### config.mk
export PLATFORM = sky130hd
export DESIGN_NAME = cdq_ctrl
export DESIGN_NICKNAME = d
export VERILOG_FILES = /design/src/cdq_pkg.sv /design/src/cdq_ctrl.sv
export SDC_FILE = /design/constraint.sdc
export NUM_CORES = 1
export LEC_CHECK = 0
export ABC_CLOCK_PERIOD_IN_PS = 2100
export BUFFER_PORTS_ARGS = -buffer_cell sky130_fd_sc_hd__clkbuf_2
export CORE_AREA = 2 2 39 41
export DETAILED_ROUTE_END_ITERATION = 7
export DIE_AREA = 0 0 41 43
export HOLD_SLACK_MARGIN = 0.12
export PLACE_DENSITY_LB_ADDON = 0.08
export SETUP_SLACK_MARGIN = 0.02
export SLEW_MARGIN = 20
export SYNTH_ARGS = -nofsm -noshare
export SYNTH_HDL_FRONTEND = slang
export SYNTH_SLANG_ARGS = --single-unit
### constraint.sdc
create_clock -name clk_i -period 2.1 [get_ports clk_i]
set_input_delay 0.105 -clock clk_i [delete_from_list [all_inputs] [get_ports clk_i]]
set_output_delay 0.105 -clock clk_i [all_outputs]
set_load 0.02 [all_outputs]
### src/cdq_pkg.sv
// Shared types and constants for the circular deque.
`default_nettype none

package cdq_pkg;

  localparam int DATA_W = 32;
  localparam int OP_W   = 3;
  localparam int STS_W  = 2;
  localparam int CAP_W  = 5;

  localparam logic [CAP_W-1:0]  CAP_RESET = 5'd16;
  localparam logic [DATA_W-1:0] NEG_ONE   = {DATA_W{1'b1}};

  typedef enum logic [OP_W-1:0] {
    OP_PUSH_FRONT = 3'd0,
    OP_PUSH_BACK  = 3'd1,
    OP_POP_FRONT  = 3'd2,
    OP_POP_BACK   = 3'd3,
    OP_QUERY      = 3'd4
  } op_e;

  typedef enum logic [STS_W-1:0] {
    STS_DONE       = 2'd0,
    STS_PUSH_FULL  = 2'd1,
    STS_POP_EMPTY  = 2'd2
  } status_e;

  typedef enum logic [1:0] {
    ST_IDLE  = 2'd0,
    ST_EXEC  = 2'd1,
    ST_FETCH = 2'd2,
    ST_DONE  = 2'd3
  } state_e;

  // controller -> datapath
  typedef struct packed {
    logic latch_in;
    logic exec;
    logic fetch;
    logic load_out;
  } cdq_cmd_t;

  // datapath -> controller
  typedef struct packed {
    logic out_free;
  } cdq_sts_t;

endpackage

`default_nettype wire

### src/cdq_ctrl.sv
// Sequencer for the deque: accept, execute, fetch ends, deliver.
`default_nettype none

module cdq_ctrl import cdq_pkg::*; (
  input  wire logic     clk_i,
  input  wire logic     rst_ni,
  input  wire logic     in_valid_i,
  output logic          in_ready_o,
  input  wire cdq_sts_t sts_i,
  output cdq_cmd_t      cmd_o
);

  state_e state_q, state_d;

  always_ff @(posedge clk_i or negedge rst_ni) begin
    if (!rst_ni) begin
      state_q <= ST_IDLE;
    end else begin
      state_q <= state_d;
    end
  end

  always_comb begin
    state_d = state_q;
    unique case (state_q)
      ST_IDLE: begin
        if (in_valid_i) state_d = ST_EXEC;
      end
      ST_EXEC:  state_d = ST_FETCH;
      ST_FETCH: state_d = ST_DONE;
      ST_DONE: begin
        if (sts_i.out_free) state_d = ST_IDLE;
      end
      default:  state_d = ST_IDLE;
    endcase
  end

  always_comb begin
    cmd_o      = '0;
    in_ready_o = 1'b0;
    unique case (state_q)
      ST_IDLE: begin
        in_ready_o     = 1'b1;
        cmd_o.latch_in = in_valid_i;
      end
      ST_EXEC:  cmd_o.exec = 1'b1;
      ST_FETCH: cmd_o.fetch = 1'b1;
      ST_DONE:  cmd_o.load_out = sts_i.out_free;
      default: ;
    endcase
  end

endmodule

`default_nettype wire

==> impl_metrics.ini <==
[sta]
clock_skew_ns = 0.00114
slew_headroom_pct = 90.0
post-route-period-util_pct = 63.9
rsz0062_at_grt = false
finalMaxSlewViolations = 0
setup-violations-final = 0
worst_slew_pin_slew_ns = 0.149
min_period_ns = 1.34
fmax_mhz = 745
tns_ns = 0
final-hold-violation-count = 0

[power_and_ir_drop]
ir_worst_vdd_mv = 0.619
cellPowerDensity_nw_per_um2 = 1590
p_leak_nw = 0.148

[run_status]
status = finished clean

[critical_path]
critPathArrivalTime_ns = 1.24
crit_path_start_kind = register
worst-r2r-cell-count = 4
crit_type = reg -> out
required_ns = 2.00
worstSetupEndpointType = primary output
r2r_setup_slack_ns = 0.78
r2r-start = state_q[0]
cp_max_fo = 4
worst_r2r_endpoint = state_q[1]

[placement]
place_congestion = 0.622
placed_cells = 39
numPortBuffers = 8

[drt]
wl_per_cell_microns = 7.81
drt_pass1_iterations = 4
num_vias = 132
drc = 0
drt_iter0_drc = 2
via_per_inst = 3.07
ant_nets = 0
routed_wl_microns = 336

[grt]
grtUsageTotal_pct = 5.23
grt_overflow = 0
grt_pass1_vias = 158
grt_max_degree = 5
grt_pass1_wl_microns = 565
antenna_found_initial = 0

[final_layout]
final_core_util_pct = 19.3
regMostFlops = state_q
syn2layout_area_growth_pct = 53.2
largest_reg_flops = 2
diodes = 0
fillers = 155
nNetsFinal = 37
final_cells = 43
layout-drive-gt1-share_pct = 59.3
reg.largest.list = state_q: 2 flops

[logic_synthesis]
avgSynthCellArea_sq_um = 11.6
synth_fp_nets = 23
synth-seq-area-share_pct = 28.8
synth_top_family_by_area = adder cells
synth.area.top_cells = dfrtp_1, ha_1, mux2_4
yosys.area_share.adder_pct = 28.8
synth-xor-area-share_pct = 0
yosysTopAreaCellShare_pct = 28.8
synth-simple-area-share_pct = 15.8
synth_cells = 15
ys_ff_latch = 2
muxShareOfSynthArea_pct = 8.63
yosysTopAreaCell = dfrtp_1
synthDistinctLibCells = 9
synth_compound_area_share_pct = 11.5
synthesis.area_sq_um = 174
yosys_warnings = 0

[die]
core_area_sq_um = 1380
ios = 9
die_height_microns = 43
die_w_microns = 41
row_count = 14
die_area_sq_um = 1760
start_util_pct = 12.6

[flow_run]
maxCapViolCount = 0

[clock_network]
numCtsBuffers = 3
ctsRootBufferMaster = clkbuf_4
cts_tree = done
htreeDepth = 1
clkTransAtPathRegs_ns = 0.03
cts_sinks = 2
clock_latency_ns = 0.22
clk_path_buf_depth = 2

[hold_path]
hold_class = in -> async
stage by stage:
step | setup slack (ns) | total power [W] | area, sq um | hold slack (ns)
final | 0.757 | 0.000422 | 267 | 0.209
after global routing | 0.652 | 0.000466 | 267 | 0.216
after CTS | 0.743 | 0.000434 | 267 | 0.189
after detailed placement | 0.785 | 0.000340 | 234 | -0.107
after global placement | 0.746 | 0.000347 | 234 | -0.109
after floorplan | 0.762 | 0.000282 | 174 | -0.191
kinds of logic after synthesis:
family                     Yosys count
and+or+nand+nor                      3
buffers and inverters                3
DFF                                  2
muxes                                1
adders and majority gates            4
AOI/OAI and AO/OA                    2
worst max-delay path, cell delays in order (launching register included):
cell      delay [ns]
dfrtp_1         0.40
inv_1           0.09
ha_1            0.22
and2_1          0.14
clkbuf_2        0.16
power by group:
part	switching [W]	internal, W	leakage [nW]
Clock	0.0000213	0.0000630	0.0138
Sequential	0.0000209	0.0000610	0.0235
Combinational	0.000133	0.000123	0.110
Total	0.000175	0.000247	0.148
area by class of cell:
cell class,count,area (sq um),share of cell area [%]
clock buffer,3,22.5,8.45
timing repair buffer,9,50.0,18.8
tap,16,20.0,7.51
sequential,2,50.0,18.8
inverter,3,11.3,4.23
multi-input combinational,10,113,42.3
cells in the final DEF (no fill, tap or decap):
master,instances
dfrtp_1,2
and2_1,1
o32a_2,1
mux2_4,1
ha_1,4
and2_2,1
clkbuf_2,8
inv_1,3
dlygate4sd3_1,1
nor2b_4,1
a21oi_2,1
clkbuf_4,3
routing by layer:
| layer | routed length (microns) | share of wire [%] | GRT usage, % |
|---|---|---|---|
| met1 | 143 | 43 | 5.48 |
| met2 | 156 | 46 | 7.19 |
| met3 | 36 | 11 | 1.57 |
| met4 | 0 | 0 | 6.00 |
| met5 | 0 | 0 | 0 |
repair_timing:
item	4_1_cts	5_1_grt
gates resized for setup	0	0
hold endpoints to repair	2	0
hold buffers	1	0
buffers inserted	0	0
cells in the mapped netlist:
library cell  number
a21oi_2            1
and2_1             1
and2_2             1
dfrtp_1            2
ha_1               4
inv_1              3
mux2_4             1
nor2b_4            1
o32a_2             1
worst max-delay path by stage:
| stage | from | endpoint | cells past startpoint |
|---|---|---|---|
| floorplan | state_q[0] | state_q[1] | 4 |
| global placement | state_q[0] | state_q[1] | 4 |
| detailed placement | state_q[0] | state_q[1] | 4 |
| CTS | state_q[0] | cmd_o[3] | 4 |
| global route | state_q[0] | cmd_o[3] | 4 |
| finish | state_q[0] | cmd_o[3] | 4 |
Power figures use the tool's default switching activity.
